File: config.mk
export PLATFORM = sky130hd
export DESIGN_NAME = bernoulli_cell_traffic_generator
export DESIGN_NICKNAME = d
export VERILOG_FILES = /design/src/sv/bctg_pkg.sv /design/src/sv/bctg_lcg_step.sv /design/src/sv/bctg_lcg_ram.sv /design/src/sv/bctg_tbl_ram.sv /design/src/sv/bernoulli_cell_traffic_generator.sv
export SDC_FILE = /design/constraint.sdc
export NUM_CORES = 2
export LEC_CHECK = 0
export ABC_AREA = 1
export BUFFER_PORTS_ARGS = -buffer_cell sky130_fd_sc_hd__buf_2
export CAP_MARGIN = 20
export CELL_PAD_IN_SITES_DETAIL_PLACEMENT = 1
export CELL_PAD_IN_SITES_GLOBAL_PLACEMENT = 1
export CORE_MARGIN = 1
export CORE_UTILIZATION = 52
export DETAILED_ROUTE_END_ITERATION = 12
export PLACE_DENSITY_LB_ADDON = 0.1
export REMOVE_ABC_BUFFERS = 1
export SLEW_MARGIN = 20
export SYNTH_ARGS = -nofsm -noshare
export SYNTH_HDL_FRONTEND = slang
export SYNTH_SLANG_ARGS = --single-unit
File: constraint.sdc
create_clock -name clk -period 9.28 [get_ports clk]
set_input_delay 1.392 -clock clk [delete_from_list [all_inputs] [get_ports clk]]
set_output_delay 1.392 -clock clk [all_outputs]
set_load 0.03 [all_outputs]
File: src/sv/bctg_pkg.sv
`timescale 1ns / 1ps
`default_nettype none
// ----------------------------------------------------------------------------
// bctg_pkg
// Shared types and constants of the Bernoulli cell traffic generator.
// ----------------------------------------------------------------------------
package bctg_pkg;

	localparam int PROB_BITS       = 16;
	localparam int VAL_W           = PROB_BITS + 1;
	localparam int LCG_W           = 48;
	localparam int LCG_NUM         = 3;
	localparam int DEF_MAX_OUTPUTS = 16;
	localparam int DEF_MAX_PRIOS   = 8;

	localparam int REQ_W    = 2;
	localparam int IDX_W    = 4;
	localparam int DEST_W   = 4;
	localparam int PRIO_W   = 3;
	localparam int CFG_IDX_W  = 3;
	localparam int CFG_DATA_W = 48;
	localparam int S_TDATA_W  = 24;
	localparam int M_TDATA_W  = 8;

	localparam logic [23:0] LCG_MUL_LO = 24'hECE66D;
	localparam logic [10:0] LCG_MUL_HI = 11'h5DE;
	localparam logic [3:0]  LCG_ADD    = 4'hB;

	localparam logic [VAL_W-1:0] RST_TOTAL_UTIL = 17'd32768;
	localparam logic [VAL_W-1:0] RST_MCAST      = 17'd0;
	localparam logic [VAL_W-1:0] RST_PRIO_TOTAL = 17'd32768;
	localparam logic [3:0]       RST_LEVELS     = 4'd1;
	localparam logic [4:0]       RST_OUTPUTS    = 5'd16;
	localparam logic [LCG_W-1:0] RST_ARR_SEED   = 48'd72038925537844;
	localparam logic [LCG_W-1:0] RST_CAST_SEED  = 48'd183853073540449;
	localparam logic [LCG_W-1:0] RST_PRIO_SEED  = 48'd68695818912386;

	typedef enum logic [REQ_W-1:0] {
		REQ_TICK      = 2'd0,
		REQ_WR_THRESH = 2'd1,
		REQ_WR_UCAST  = 2'd2,
		REQ_WR_MCAST  = 2'd3
	} req_type_t;

	typedef enum logic [CFG_IDX_W-1:0] {
		REG_TOTAL_UTIL  = 3'd0,
		REG_MCAST_FRAC  = 3'd1,
		REG_PRIO_TOTAL  = 3'd2,
		REG_PRIO_LEVELS = 3'd3,
		REG_OUTPUT_CNT  = 3'd4,
		REG_ARR_SEED    = 3'd5,
		REG_CAST_SEED   = 3'd6,
		REG_PRIO_SEED   = 3'd7
	} cfg_reg_t;

	typedef enum logic [1:0] {
		LCG_ARRIVAL = 2'd0,
		LCG_CAST    = 2'd1,
		LCG_PRIO    = 2'd2
	} lcg_sel_t;

	typedef enum logic [2:0] {
		ST_IDLE,
		ST_LCG_MUL,
		ST_LCG_SUM,
		ST_LCG_WB,
		ST_DEST,
		ST_PWALK,
		ST_OUT
	} fsm_state_t;

	typedef struct packed {
		logic             en;
		lcg_sel_t         sel;
		logic [LCG_W-1:0] data;
	} lcg_wr_t;

endpackage : bctg_pkg
`default_nettype wire

File: src/sv/bctg_lcg_step.sv
`timescale 1ns / 1ps
`default_nettype none
// ----------------------------------------------------------------------------
// bctg_lcg_step
// Two-stage 48-bit LCG update, x' = (0x5DEECE66D * x + 0xB) mod 2^48, built
// from three narrow partial products registered before the final sum.
// ----------------------------------------------------------------------------
module bctg_lcg_step (
	input  wire logic                      clk,
	input  wire logic [bctg_pkg::LCG_W-1:0] state,
	output logic      [bctg_pkg::LCG_W-1:0] next_state
);
	import bctg_pkg::*;

	localparam int HALF = LCG_W / 2;

	logic [HALF-1:0]  x_lo;
	logic [HALF-1:0]  x_hi;
	logic [LCG_W-1:0] p_ll;
	logic [LCG_W-1:0] p_lh;
	logic [LCG_W-1:0] p_hl;
	logic [LCG_W-1:0] p_ll_s1;
	logic [HALF-1:0]  p_lh_s1;
	logic [HALF-1:0]  p_hl_s1;
	logic [HALF-1:0]  mid;

	assign x_lo = state[HALF-1:0];
	assign x_hi = state[LCG_W-1:HALF];
	assign p_ll = LCG_W'(x_lo) * LCG_W'(LCG_MUL_LO);
	assign p_lh = LCG_W'(x_hi) * LCG_W'(LCG_MUL_LO);
	assign p_hl = LCG_W'(x_lo) * LCG_W'(LCG_MUL_HI);
	assign mid  = p_lh_s1 + p_hl_s1;

	always_ff @(posedge clk) begin
		p_ll_s1    <= p_ll;
		p_lh_s1    <= p_lh[HALF-1:0];
		p_hl_s1    <= p_hl[HALF-1:0];
		next_state <= p_ll_s1 + {mid, {HALF{1'b0}}} + LCG_W'(LCG_ADD);
	end

endmodule : bctg_lcg_step
`default_nettype wire

File: src/sv/bctg_lcg_ram.sv
`timescale 1ns / 1ps
`default_nettype none
// ----------------------------------------------------------------------------
// bctg_lcg_ram
// Generator state memory with one entry per LCG and a registered read. An
// entry that has not been written since reset or a seed load reads as its seed.
// ----------------------------------------------------------------------------
module bctg_lcg_ram (
	input  wire logic                                          clk,
	input  wire logic                                          arst_n,
	input  wire bctg_pkg::lcg_sel_t                            rd_sel,
	input  wire bctg_pkg::lcg_wr_t                             wr,
	input  wire logic [bctg_pkg::LCG_NUM-1:0]                  inval,
	input  wire logic [bctg_pkg::LCG_NUM-1:0][bctg_pkg::LCG_W-1:0] seeds,
	output logic      [bctg_pkg::LCG_W-1:0]                    rd_data
);
	import bctg_pkg::*;

	logic [LCG_W-1:0]   mem [LCG_NUM];
	logic [LCG_NUM-1:0] valid_q;
	logic [LCG_W-1:0]   rd_mem_q;
	logic               rd_valid_q;
	lcg_sel_t           rd_sel_q;

	always_ff @(posedge clk) begin
		if (wr.en) begin
			mem[wr.sel] <= wr.data;
		end
		rd_mem_q <= mem[rd_sel];
	end

	always_ff @(posedge clk or negedge arst_n) begin
		if (!arst_n) begin
			valid_q    <= '0;
			rd_valid_q <= 1'b0;
			rd_sel_q   <= LCG_ARRIVAL;
		end else begin
			for (int i = 0; i < LCG_NUM; i++) begin
				if (inval[i]) begin
					valid_q[i] <= 1'b0;
				end else if (wr.en && (int'(wr.sel) == i)) begin
					valid_q[i] <= 1'b1;
				end
			end
			rd_valid_q <= valid_q[rd_sel];
			rd_sel_q   <= rd_sel;
		end
	end

	assign rd_data = rd_valid_q ? rd_mem_q : seeds[rd_sel_q];

endmodule : bctg_lcg_ram
`default_nettype wire

File: src/sv/bctg_tbl_ram.sv
`timescale 1ns / 1ps
`default_nettype none
// ----------------------------------------------------------------------------
// bctg_tbl_ram
// Table memory holding the output thresholds followed by the unicast and
// multicast priority weights, one write port and one registered read port.
// ----------------------------------------------------------------------------
module bctg_tbl_ram #(
	parameter int DEPTH = bctg_pkg::DEF_MAX_OUTPUTS + 2 * bctg_pkg::DEF_MAX_PRIOS,
	parameter int AW    = $clog2(DEPTH)
) (
	input  wire logic                          clk,
	input  wire logic                          we,
	input  wire logic [AW-1:0]                 waddr,
	input  wire logic [bctg_pkg::VAL_W-1:0]    wdata,
	input  wire logic [AW-1:0]                 raddr,
	output logic      [bctg_pkg::VAL_W-1:0]    rdata
);
	import bctg_pkg::*;

	logic [VAL_W-1:0] mem [DEPTH];

	always_ff @(posedge clk) begin
		if (we) begin
			mem[waddr] <= wdata;
		end
		rdata <= mem[raddr];
	end

endmodule : bctg_tbl_ram
`default_nettype wire

File: src/sv/bernoulli_cell_traffic_generator.sv
`timescale 1ns / 1ps
`default_nettype none
// ----------------------------------------------------------------------------
// bernoulli_cell_traffic_generator
// Per-slot cell arrival generator: three LCG draws decide arrival, multicast
// and priority, and a threshold table walk picks the destination output.
//
// Channel  Direction  Contents
// s_*      in         tuser: req_type; tdata: entry_index, entry_value
// m_*      out        tuser: is_multicast; tdata: cell_valid, dest_output,
//                     cell_priority
// cfg_*    in         register write: index and data, no read-back
//
// A write item is taken in the idle state. A tick without a cell is only
// the read, multiply and write-back of the arrival LCG.
// A tick with a cell adds a threshold walk and a weight walk, with
// one table read per threshold and per weight visited, and two more LCG
// updates through the same state memory. Items are taken one at a time.
// A finished cell waits in the output register; while that register is full,
// the next cell is held in the final state and no item is accepted until the
// register drains. Reset is asynchronous and needs no clearing pass.
// ----------------------------------------------------------------------------
module bernoulli_cell_traffic_generator #(
	parameter int MAX_OUTPUTS    = bctg_pkg::DEF_MAX_OUTPUTS,
	parameter int MAX_PRIORITIES = bctg_pkg::DEF_MAX_PRIOS
) (
	input  wire logic                               clk,
	input  wire logic                               arst_n,
	input  wire logic                               s_tvalid,
	output logic                                    s_tready,
	// [3:0] entry_index, [20:4] entry_value, [23:21] zero
	input  wire logic [bctg_pkg::S_TDATA_W-1:0]     s_tdata,
	// [1:0] req_type
	input  wire logic [bctg_pkg::REQ_W-1:0]         s_tuser,
	output logic                                    m_tvalid,
	input  wire logic                               m_tready,
	// [0] cell_valid, [4:1] dest_output, [7:5] cell_priority
	output logic      [bctg_pkg::M_TDATA_W-1:0]     m_tdata,
	// [0] is_multicast
	output logic                                    m_tuser,
	input  wire logic                               cfg_we,
	input  wire logic [bctg_pkg::CFG_IDX_W-1:0]     cfg_index,
	input  wire logic [bctg_pkg::CFG_DATA_W-1:0]    cfg_wdata
);
	import bctg_pkg::*;

	localparam int TBL_DEPTH = MAX_OUTPUTS + 2 * MAX_PRIORITIES;
	localparam int TBL_AW    = $clog2(TBL_DEPTH);
	localparam int OIW       = $clog2(MAX_OUTPUTS);
	localparam int PIW       = (MAX_PRIORITIES > 1) ? $clog2(MAX_PRIORITIES) : 1;
	localparam int SCL_W     = PROB_BITS + VAL_W;
	localparam int TOT_W     = SCL_W + $clog2(MAX_PRIORITIES + 1) + 2;
	localparam int UC_BASE   = MAX_OUTPUTS;
	localparam int MC_BASE   = MAX_OUTPUTS + MAX_PRIORITIES;

	// Configuration registers.
	logic [VAL_W-1:0] total_util_q;
	logic [VAL_W-1:0] mcast_q;
	logic [VAL_W-1:0] prio_total_q;
	logic [3:0]       levels_q;
	logic [4:0]       outs_q;
	logic [LCG_NUM-1:0][LCG_W-1:0] seeds_q;
	logic [LCG_NUM-1:0] lcg_inval;

	// Control and datapath.
	fsm_state_t state_q;
	fsm_state_t state_d;
	lcg_sel_t   lcg_sel_q;
	lcg_sel_t   st_rd_sel;
	lcg_wr_t    lcg_wr;
	logic [LCG_W-1:0] lcg_rd_data;
	logic [LCG_W-1:0] lcg_next;
	logic [PROB_BITS-1:0] draw;
	logic [PROB_BITS-1:0] arr_draw_q;
	logic [OIW-1:0]   dest_q;
	logic [PIW-1:0]   pidx_q;
	logic [PIW-1:0]   pidx_start;
	logic             mc_q;
	logic [SCL_W-1:0] scaled_q;
	logic signed [TOT_W-1:0] total_q;
	logic signed [TOT_W-1:0] total_new;
	logic signed [TOT_W-1:0] scaled_ext;

	logic              tbl_we;
	logic [TBL_AW-1:0] tbl_waddr;
	logic [TBL_AW-1:0] tbl_raddr;
	logic [VAL_W-1:0]  tbl_rdata;
	logic [TBL_AW-1:0] w_base;

	req_type_t        in_req;
	logic [IDX_W-1:0] in_idx;
	logic [VAL_W-1:0] in_val;
	logic             in_range;
	logic             tick_acc;

	int               outs_c;
	int               levels_c;
	logic             arr_hit;
	logic             dest_done;
	logic             prio_hit;
	logic             load_out;

	logic             m_tvalid_q;
	logic             out_mc_q;
	logic [DEST_W-1:0] out_dest_q;
	logic [PRIO_W-1:0] out_prio_q;
	logic [PRIO_W-1:0] prio_q;

	assign in_req = req_type_t'(s_tuser);
	assign in_idx = s_tdata[IDX_W-1:0];
	assign in_val = s_tdata[IDX_W +: VAL_W];

	always_comb begin
		case (in_req)
			REQ_WR_THRESH: in_range = int'(in_idx) < MAX_OUTPUTS;
			REQ_WR_UCAST:  in_range = int'(in_idx) < MAX_PRIORITIES;
			REQ_WR_MCAST:  in_range = int'(in_idx) < MAX_PRIORITIES;
			default:       in_range = 1'b0;
		endcase
	end

	always_comb begin
		case (in_req)
			REQ_WR_UCAST: tbl_waddr = TBL_AW'(UC_BASE) + TBL_AW'(in_idx);
			REQ_WR_MCAST: tbl_waddr = TBL_AW'(MC_BASE) + TBL_AW'(in_idx);
			default:      tbl_waddr = TBL_AW'(in_idx);
		endcase
	end

	always_comb begin
		if (outs_q == 5'd0) begin
			outs_c = 1;
		end else if (int'(outs_q) > MAX_OUTPUTS) begin
			outs_c = MAX_OUTPUTS;
		end else begin
			outs_c = int'(outs_q);
		end
		if (levels_q == 4'd0) begin
			levels_c = 1;
		end else if (int'(levels_q) > MAX_PRIORITIES) begin
			levels_c = MAX_PRIORITIES;
		end else begin
			levels_c = int'(levels_q);
		end
	end

	assign pidx_start = PIW'(levels_c - 1);
	assign w_base     = mc_q ? TBL_AW'(MC_BASE) : TBL_AW'(UC_BASE);
	assign draw       = lcg_next[LCG_W-1 -: PROB_BITS];
	assign arr_hit    = {1'b0, draw} < total_util_q;
	assign dest_done  = (int'(dest_q) + 1 >= outs_c) || ({1'b0, arr_draw_q} < tbl_rdata);
	assign total_new  = total_q - $signed({{(TOT_W - VAL_W - PROB_BITS){1'b0}},
		tbl_rdata, {PROB_BITS{1'b0}}});
	assign scaled_ext = $signed({{(TOT_W - SCL_W){1'b0}}, scaled_q});
	assign prio_hit   = scaled_ext > total_new;
	assign tick_acc   = s_tvalid && s_tready && (in_req == REQ_TICK);

	// Next state.
	always_comb begin
		state_d = state_q;
		case (state_q)
			ST_IDLE: begin
				if (tick_acc) begin
					state_d = ST_LCG_MUL;
				end
			end
			ST_LCG_MUL: state_d = ST_LCG_SUM;
			ST_LCG_SUM: state_d = ST_LCG_WB;
			ST_LCG_WB: begin
				case (lcg_sel_q)
					LCG_ARRIVAL: state_d = arr_hit ? ST_DEST : ST_IDLE;
					LCG_CAST:    state_d = ST_LCG_MUL;
					default:     state_d = ST_PWALK;
				endcase
			end
			ST_DEST: begin
				if (dest_done) begin
					state_d = ST_LCG_MUL;
				end
			end
			ST_PWALK: begin
				if (prio_hit || (pidx_q == '0)) begin
					state_d = ST_OUT;
				end
			end
			ST_OUT: begin
				if (!m_tvalid_q || m_tready) begin
					state_d = ST_IDLE;
				end
			end
			default: state_d = ST_IDLE;
		endcase
	end

	// State outputs.
	always_comb begin
		s_tready  = 1'b0;
		tbl_we    = 1'b0;
		tbl_raddr = '0;
		st_rd_sel = LCG_ARRIVAL;
		lcg_wr    = '{en: 1'b0, sel: lcg_sel_q, data: lcg_next};
		load_out  = 1'b0;
		case (state_q)
			ST_IDLE: begin
				s_tready = 1'b1;
				tbl_we   = s_tvalid && in_range;
			end
			ST_LCG_WB: begin
				lcg_wr.en = 1'b1;
				if (lcg_sel_q == LCG_CAST) begin
					st_rd_sel = LCG_PRIO;
				end
				if (lcg_sel_q == LCG_PRIO) begin
					tbl_raddr = w_base + TBL_AW'(pidx_start);
				end
			end
			ST_DEST: begin
				tbl_raddr = TBL_AW'(dest_q) + TBL_AW'(1);
				st_rd_sel = LCG_CAST;
			end
			ST_PWALK: begin
				tbl_raddr = w_base + TBL_AW'(pidx_q) - TBL_AW'(1);
			end
			ST_OUT: begin
				load_out = !m_tvalid_q || m_tready;
			end
			default: begin
				s_tready = 1'b0;
			end
		endcase
	end

	always_ff @(posedge clk or negedge arst_n) begin
		if (!arst_n) begin
			state_q    <= ST_IDLE;
			lcg_sel_q  <= LCG_ARRIVAL;
			m_tvalid_q <= 1'b0;
		end else begin
			state_q <= state_d;
			if (tick_acc) begin
				lcg_sel_q <= LCG_ARRIVAL;
			end else if (state_q == ST_DEST && dest_done) begin
				lcg_sel_q <= LCG_CAST;
			end else if (state_q == ST_LCG_WB && lcg_sel_q == LCG_CAST) begin
				lcg_sel_q <= LCG_PRIO;
			end
			if (load_out) begin
				m_tvalid_q <= 1'b1;
			end else if (m_tready) begin
				m_tvalid_q <= 1'b0;
			end
		end
	end

	always_ff @(posedge clk) begin
		if (state_q == ST_LCG_WB) begin
			case (lcg_sel_q)
				LCG_ARRIVAL: begin
					arr_draw_q <= draw;
					dest_q     <= '0;
				end
				LCG_CAST: mc_q <= {1'b0, draw} < mcast_q;
				default: begin
					scaled_q <= SCL_W'(draw) * SCL_W'(prio_total_q);
					total_q  <= $signed({{(TOT_W - VAL_W - PROB_BITS){1'b0}},
						prio_total_q, {PROB_BITS{1'b0}}});
					pidx_q   <= pidx_start;
				end
			endcase
		end
		if (state_q == ST_DEST && !dest_done) begin
			dest_q <= dest_q + OIW'(1);
		end
		if (state_q == ST_PWALK && !prio_hit && (pidx_q != '0)) begin
			total_q <= total_new;
			pidx_q  <= pidx_q - PIW'(1);
		end
		if (state_q == ST_PWALK) begin
			prio_q <= prio_hit ? PRIO_W'(pidx_q) : '0;
		end
		if (load_out) begin
			out_mc_q   <= mc_q;
			out_dest_q <= DEST_W'(dest_q);
			out_prio_q <= prio_q;
		end
	end

	always_ff @(posedge clk or negedge arst_n) begin
		if (!arst_n) begin
			total_util_q <= RST_TOTAL_UTIL;
			mcast_q      <= RST_MCAST;
			prio_total_q <= RST_PRIO_TOTAL;
			levels_q     <= RST_LEVELS;
			outs_q       <= RST_OUTPUTS;
			seeds_q[LCG_ARRIVAL] <= RST_ARR_SEED;
			seeds_q[LCG_CAST]    <= RST_CAST_SEED;
			seeds_q[LCG_PRIO]    <= RST_PRIO_SEED;
		end else if (cfg_we) begin
			case (cfg_reg_t'(cfg_index))
				REG_TOTAL_UTIL:  total_util_q <= cfg_wdata[VAL_W-1:0];
				REG_MCAST_FRAC:  mcast_q      <= cfg_wdata[VAL_W-1:0];
				REG_PRIO_TOTAL:  prio_total_q <= cfg_wdata[VAL_W-1:0];
				REG_PRIO_LEVELS: levels_q     <= cfg_wdata[3:0];
				REG_OUTPUT_CNT:  outs_q       <= cfg_wdata[4:0];
				REG_ARR_SEED:    seeds_q[LCG_ARRIVAL] <= cfg_wdata[LCG_W-1:0];
				REG_CAST_SEED:   seeds_q[LCG_CAST]    <= cfg_wdata[LCG_W-1:0];
				REG_PRIO_SEED:   seeds_q[LCG_PRIO]    <= cfg_wdata[LCG_W-1:0];
				default:         total_util_q <= total_util_q;
			endcase
		end
	end

	// A seed load makes the generator entry read back as the new seed.
	always_comb begin
		lcg_inval = '0;
		if (cfg_we) begin
			case (cfg_reg_t'(cfg_index))
				REG_ARR_SEED:  lcg_inval[LCG_ARRIVAL] = 1'b1;
				REG_CAST_SEED: lcg_inval[LCG_CAST]    = 1'b1;
				REG_PRIO_SEED: lcg_inval[LCG_PRIO]    = 1'b1;
				default:       lcg_inval = '0;
			endcase
		end
	end

	bctg_lcg_ram u_lcg_ram (
		.clk     (clk),
		.arst_n  (arst_n),
		.rd_sel  (st_rd_sel),
		.wr      (lcg_wr),
		.inval   (lcg_inval),
		.seeds   (seeds_q),
		.rd_data (lcg_rd_data)
	);

	bctg_lcg_step u_lcg_step (
		.clk        (clk),
		.state      (lcg_rd_data),
		.next_state (lcg_next)
	);

	bctg_tbl_ram #(
		.DEPTH (TBL_DEPTH),
		.AW    (TBL_AW)
	) u_tbl_ram (
		.clk   (clk),
		.we    (tbl_we),
		.waddr (tbl_waddr),
		.wdata (in_val),
		.raddr (tbl_raddr),
		.rdata (tbl_rdata)
	);

	assign m_tvalid = m_tvalid_q;
	assign m_tuser  = out_mc_q;
	assign m_tdata  = {out_prio_q, out_dest_q, 1'b1};

`ifndef ASSERT_OFF
	a_no_overwrite: assert property (@(posedge clk) disable iff (!arst_n)
		load_out |-> (!m_tvalid_q || m_tready))
		else $error("result register loaded while a result is still pending");

	a_tick_starts: assert property (@(posedge clk) disable iff (!arst_n)
		tick_acc |=> (state_q == ST_LCG_MUL && lcg_sel_q == LCG_ARRIVAL))
		else $error("accepted tick did not start the arrival draw");

	a_dest_range: assert property (@(posedge clk) disable iff (!arst_n)
		(state_q == ST_DEST) |-> (int'(dest_q) < outs_c))
		else $error("destination walk ran past the outputs in use");

	a_prio_range: assert property (@(posedge clk) disable iff (!arst_n)
		(state_q == ST_PWALK) |-> (int'(pidx_q) < levels_c))
		else $error("priority walk ran past the levels in use");
`endif

endmodule : bernoulli_cell_traffic_generator
`default_nettype wire

; Yosys cells after proc, flatten, opt, wreduce, memory -nomap -nowiden
; Memories as Yosys holds them, arrays and structs flattened. A register that Yosys moved wholly into a read port is not among the register bits.
; Index checks and enable logic that the tools add are counted.
[op_classes]
muxes = 55
n_addsub = 14
n_reduce_logical = 50
order_cmp = 10
n_mul = 4
shifts = 0
bitwise_logic = 1
div_mod_pow = 0
n_eq_ne = 25
[op_table]
columns = operator, n
row1 = $mux W39, 3
row2 = $bmux W48 S2, 1
row3 = $mux W48, 2
row4 = $lt A16 B17 Y1, 3
row5 = $add A48 B4 Y48 const B, 1
row6 = $add A48 B48 Y48, 1
row7 = $mul A24 B24 Y48 const B, 1
row8 = $gt A34 B39 Y1, 1
row9 = $sub A39 B34 Y39, 1
row10 = $mul A16 B17 Y33, 1
row11 = $mux W3, 11
row12 = $ge A6 B32 Y1, 1
row13 = $reduce_and A2 Y1, 13
row14 = $add A24 B24 Y24, 1
row15 = $mul A24 B10 Y23 const B, 1
row16 = $mul A24 B22 Y24 const B, 1
row17 = $eq A3 B3 Y1 const B, 7
row18 = $pmux W3 S7, 1
row19 = $mux W1, 20
row20 = $mux W4, 4
row21 = $mux W5, 3
row22 = $pmux W5 S3, 1
row23 = $reduce_bool A2 Y1, 7
row24 = $eq A3 B2 Y1 const B, 4
row25 = 33 further kinds, 69
[totals]
inputBits = 82
out_inout_bits = 11
ramBits = 688
reg_bits = 466
elab_cells = 191
mem_count = 2
latch_bits = 0
rom_bits = 0
[mem_list]
columns = memory, depth, width, rd, rd_ports_with_merged_regs, wr, line
row1 = u_tbl_ram.mem, 32, 17, 1, 1, 1, bctg_tbl_ram.sv:21  ; logic [VAL_W-1:0] mem [DEPTH];
row2 = u_lcg_ram.mem, 3, 48, 1, 1, 1, bctg_lcg_ram.sv:19  ; logic [LCG_W-1:0] mem [LCG_NUM];

; Depth between registers and ports, before layout
[logic_depth]
depth_word = 9
mapped_depth = 33
depth_no_buf = 32

; Hierarchy
; From an unflattened synthesis, not the netlist that was laid out.
[hier_totals]
hier_cells = 8637
area_unflattened_um2 = 80885.1
[modules_own_cells]
columns = mod, area_each_um2, seq_area_each_um2, instances, cells_each
row1 = bctg_lcg_step, 26680.6, 2842.7, 1, 3087
row2 = bernoulli_cell_traffic_generator, 23222.3, 8072.7, 1, 2698
row3 = bctg_tbl_ram, 22379.0, 16676.0, 1, 1902
row4 = bctg_lcg_ram, 8603.3, 5435.2, 1, 950

; Least setup slack after synthesis
; No wires, ideal clock.
[synth_path]
kind = reg2reg
startpoint = register u_lcg_ram.rd_sel_q[1]
endpoint = register u_lcg_step.p_ll_s1[43]
slack_ps = 2105
setup_ps = 120
n_path_buf = 3
arrival_ps = 7055
required_time_ps = 9160
stages_incl_launch_ff = 29
synth_period_minus_slack_ps = 7175
cell_sequence = dfrtp_1 > buf_2 > inv_1 > nor2_1 > buf_2 > buf_1 > nand2_1 > a31oi_1 > fa_1 > inv_1 > fa_1 > fa_1 > fa_1 > fa_1 > inv_1 > fa_1 > inv_1 > fa_1 > inv_1 > ha_1 > inv_1 > o21ai_0 > inv_1 > o21a_1 > o21ai_0 > a21oi_1 > nand3_1 > a21oi_1 > xnor2_1
[synth_via]
elab_chain_cells = 4
[synth_lines]
columns = item, line
row1 = from (decl), bctg_lcg_ram.sv:23  ; lcg_sel_t rd_sel_q;
row2 = from (signal assigned), bctg_lcg_ram.sv:46  ; rd_sel_q <= rd_sel;
row3 = $bmux W48 S2, bctg_lcg_ram.sv:50  ; assign rd_data = rd_valid_q ? rd_mem_q : seeds[rd_sel_q];
row4 = $mux W48 (not written as such), bctg_lcg_ram.sv:50
row5 = $mux W48, bctg_lcg_ram.sv:50
row6 = named net lcg_rd_data[1], bernoulli_cell_traffic_generator.sv:71  ; logic [LCG_W-1:0] lcg_rd_data;
row7 = $mul A24 B24 Y48, bctg_lcg_step.sv:29  ; assign p_ll = LCG_W'(x_lo) * LCG_W'(LCG_MUL_LO);
row8 = named net u_lcg_step.p_ll[43], bctg_lcg_step.sv:19  ; logic [LCG_W-1:0] p_ll;
row9 = to (signal assigned), bctg_lcg_step.sv:35  ; p_ll_s1 <= p_ll;
row10 = to (decl), bctg_lcg_step.sv:22  ; logic [LCG_W-1:0] p_ll_s1;
; The timed path passes the listed nets, and every way through them passes these cells. The select of a mux whose other input is x is not followed.
; A chain may end at the register's enable or synchronous reset.

; Worst setup path in the final report
[layout_path]
startpoint = register u_lcg_ram.rd_sel_q[0]
endpoint = register u_lcg_step.p_ll_s1[43]
[layout_via]
elab_chain_cells = 4
[layout_lines]
columns = item, line
row1 = $bmux W48 S2, bctg_lcg_ram.sv:50
row2 = $mux W48 (not written as such), bctg_lcg_ram.sv:50
row3 = $mux W48, bctg_lcg_ram.sv:50
row4 = $mul A24 B24 Y48, bctg_lcg_step.sv:29
row5 = named net u_lcg_step.p_ll[43], bctg_lcg_step.sv:19
; The timed path passes the listed nets, and every way through them passes these cells. The select of a mux whose other input is x is not followed.

==> flow_summary.toml <==
[setup_path]
slowest_stage = "fa_1"
crit_family = "adder cells"
cp_data_required_time_ns = 9.94
cpMostUsedCell = "fa_1"
start_kind = "flop"
cp_max_fo = 32
path_class = "reg -> reg"
cp-end-kind = "flop"
crit_path_max_incr_delay_ns = 0.67
path_buf_inv = 8
arrival_ns = 8.82

[timing]
clock_skew_ns = 0.04934
post-route-period-util = 0.8795
drv_slew = 0
fin_crit_ns = 8.162
final-setup-viol-count = 0
finalWorstSetupSlack_ns = 1.118
max_freq_mhz = 122.5
worst_pin_slew_ns = 1.154
hold_viol = 0
hold_ws_ns = 0.4265
maxSlewHeadroom = 0.2308
rsz0062_at_grt = "false"

[finish]
area_delta_synth_final_pct = 9.381
final_cell_count_no_fill = 10200
fin_util = 0.5744
layout-drive-gt1-share = 0.06553
final_nets = 9432
fillers = 16630
final_common_cell = "inv_1"
final_cell_mix = "inv_1 (1,478), nand2_1 (1,317), edfxtp_1 (763), fa_1 (663), ha_1 (615)"

[die]
core-area_um2 = 150300
die_w_um = 391.6
die_h_um = 391.6
start_util = 0.5252
fp-row-count = 142
die_area_um2 = 153400
io_pins = 93

[clock_network]
cts_tree = "done"
clock_latency_ns = 0.80
post-cts-setup-buffers = 0
root_buffer = "clkbuf_16"
ctsResizeCount = 0
cts.sinks = 1186
h-tree-depth = 4
path_clk_slew_ns = 0.06
cts_buffers = 133
clock_path_buffers = 3
cts_hold_buf = 0

[route]
drc = 0
vias = 56840
ant_nets = 0
routed_wl_mm = 236.2
wire_per_inst_um = 23.17
drt_iter0_drc = 3328
drt_pre_antenna_iters = 6
viasPerCell = 5.573

[place]
gp_congestion = 0.9481
io_buffers = 88
place_hpwl_mm = 175.7
dp_slack_ns = 1.271
dp.cells = 9952

[worst_hold_path]
hold_class = "reg -> reg"

[synth]
synth_top_area_frac = 0.2903
synth_area_um2 = 78940
synth_seq_cells = 1186
synth_warnings = 0
synthCells = 8007
synthTopCellsByArea = "edfxtp_1 (29%), fa_1 (17%), ha_1 (9.7%), inv_1 (7.0%), nand2_1 (6.3%)"
yosysTopAreaCell = "edfxtp_1"
synth-edff-count = 763
synth.distinct_cells = 54
syn_area_per_cell_um2 = 9.858
seq_area_frac_synth = 0.4123
async_flop_share = 0.1821
synth-main-ff-cell = "edfxtp_1"

[grt]
grt.overflow.total = 0
grt_pass1_wl_mm = 365.8
grt_max_degree = 224
grt_pass1_vias = 61980
grt_usage = 0.3164
antenna_found_initial = 13

[status]
status = "complete, no violations"

[run]
drv_cap = 0
stage by stage:
step | instance area, µm² | TNS [ns]
3_3_place_gp | 81770 | 0
5_1_grt | 86340 | 0
4_1_cts | 86300 | 0
3_5_place_dp | 81790 | 0
6_report | 86340 | 0
2_1_floorplan | 77780 | -42.96
worst paths after layout:
path | startpoint | end | slack [ns] | cells after the start
worst max-delay path | u_lcg_ram.rd_sel_q[0]$_DFF_PN0_ | u_lcg_step.p_ll_s1[43]$_DFF_P_ | 1.12 | 26
worst min-delay path | u_lcg_step.next_state[2]$_DFF_P_ | u_lcg_ram.mem[1][2]$_DFFE_PP_ | 0.43 | 0
worst max register to register | u_lcg_ram.rd_sel_q[0]$_DFF_PN0_ | u_lcg_step.p_ll_s1[43]$_DFF_P_ | 1.12 | 26
worst min register to register | u_lcg_step.next_state[2]$_DFF_P_ | u_lcg_ram.mem[1][2]$_DFFE_PP_ | 0.43 | 0
max in group asynchronous | arst_n | u_lcg_ram.rd_sel_q[0]$_DFF_PN0_ | 7.69 | 2
min in group asynchronous | arst_n | seeds_q[130]$_DFFE_PN0P_ | 0.48 | 1
cells in the mapped netlist, drive strengths merged, types with 23 or more instances:
master	n
nand2	1323
nor3	43
o21ai	477
xnor2	72
clkbuf	178
edfxtp	763
xor2	146
dfstp	68
o211ai	251
dfrtp	148
buf	95
a21o	23
nor2	565
dfxtp	207
or2	139
a21oi	267
inv	1485
o21a	25
nand4	38
a31oi	98
nand3	247
fa	663
ha	615
worst register-to-register path: stages (launching register included):
cell and delay [ns]:
dfrtp_2 0.43, buf_4 0.26, clkinv_1 0.11, buf_4 0.37
nor2_1 0.09, o211ai_1 0.44, o21a_1 0.56, inv_1 0.28
fa_1 0.67, fa_1 0.50, fa_1 0.52, fa_1 0.46
fa_1 0.53, inv_1 0.06, fa_1 0.49, inv_1 0.05
fa_1 0.48, inv_1 0.05, ha_1 0.38, nand2_1 0.12
nor2_1 0.16, inv_1 0.08, nor4_1 0.35, nand3_1 0.14
nand3_1 0.19, a21oi_1 0.12, xnor2_1 0.13
logic make-up after synthesis:
| kind of cell | count (synthesis) | share of synthesized area |
|---|---|---|
| compound gates | 1188 | 0.08810 |
| xor+xnor | 218 | 0.02419 |
| fa+ha+maj | 1278 | 0.2656 |
| buf+inv | 1761 | 0.08540 |
| flops | 1186 | 0.4123 |
| other cells | 2 | 0.00009514 |
| simple gates | 2374 | 0.1243 |
flip-flops by register name (all words and copies together) (netlist names), 5 cells and up:
register	flops
total_q	23
arr_draw_q	15
u_lcg_step.next_state	48
u_lcg_step.p_ll_s1	48
scaled_q	33
u_lcg_step.p_lh_s1	24
u_tbl_ram.mem	544
u_lcg_ram.mem	129
mcast_q	17
u_tbl_ram.rdata	17
prio_total_q	17
total_util_q	17
seeds_q	144
u_lcg_step.p_hl_s1	22
u_lcg_ram.rd_mem_q	48
outs_q	5
per-layer routing:
metal  wire [µm]  track usage  part of all wire
met5           7            0          0.000030
met2      113700       0.5257              0.48
met4        8481       0.1132             0.036
met1      101300       0.4228              0.43
met3       12750      0.04541             0.054
layout make-up:
cell class              instances  area [µm²]  area share
multi-input cells            5060       39780      0.4608
flip-flops and latches       1186       32550      0.3770
inverters                    1488        5594     0.06479
clock buffers                 176        3600     0.04169
well taps                    2016        2522     0.02921
repair buffers                203        1383     0.01601
clock inverters                67       904.6     0.01048
diodes                          2       5.005  0.00005797
Power is not shown: default switching activity piles up to over one toggle a cycle in this logic, so the estimate is an artifact.
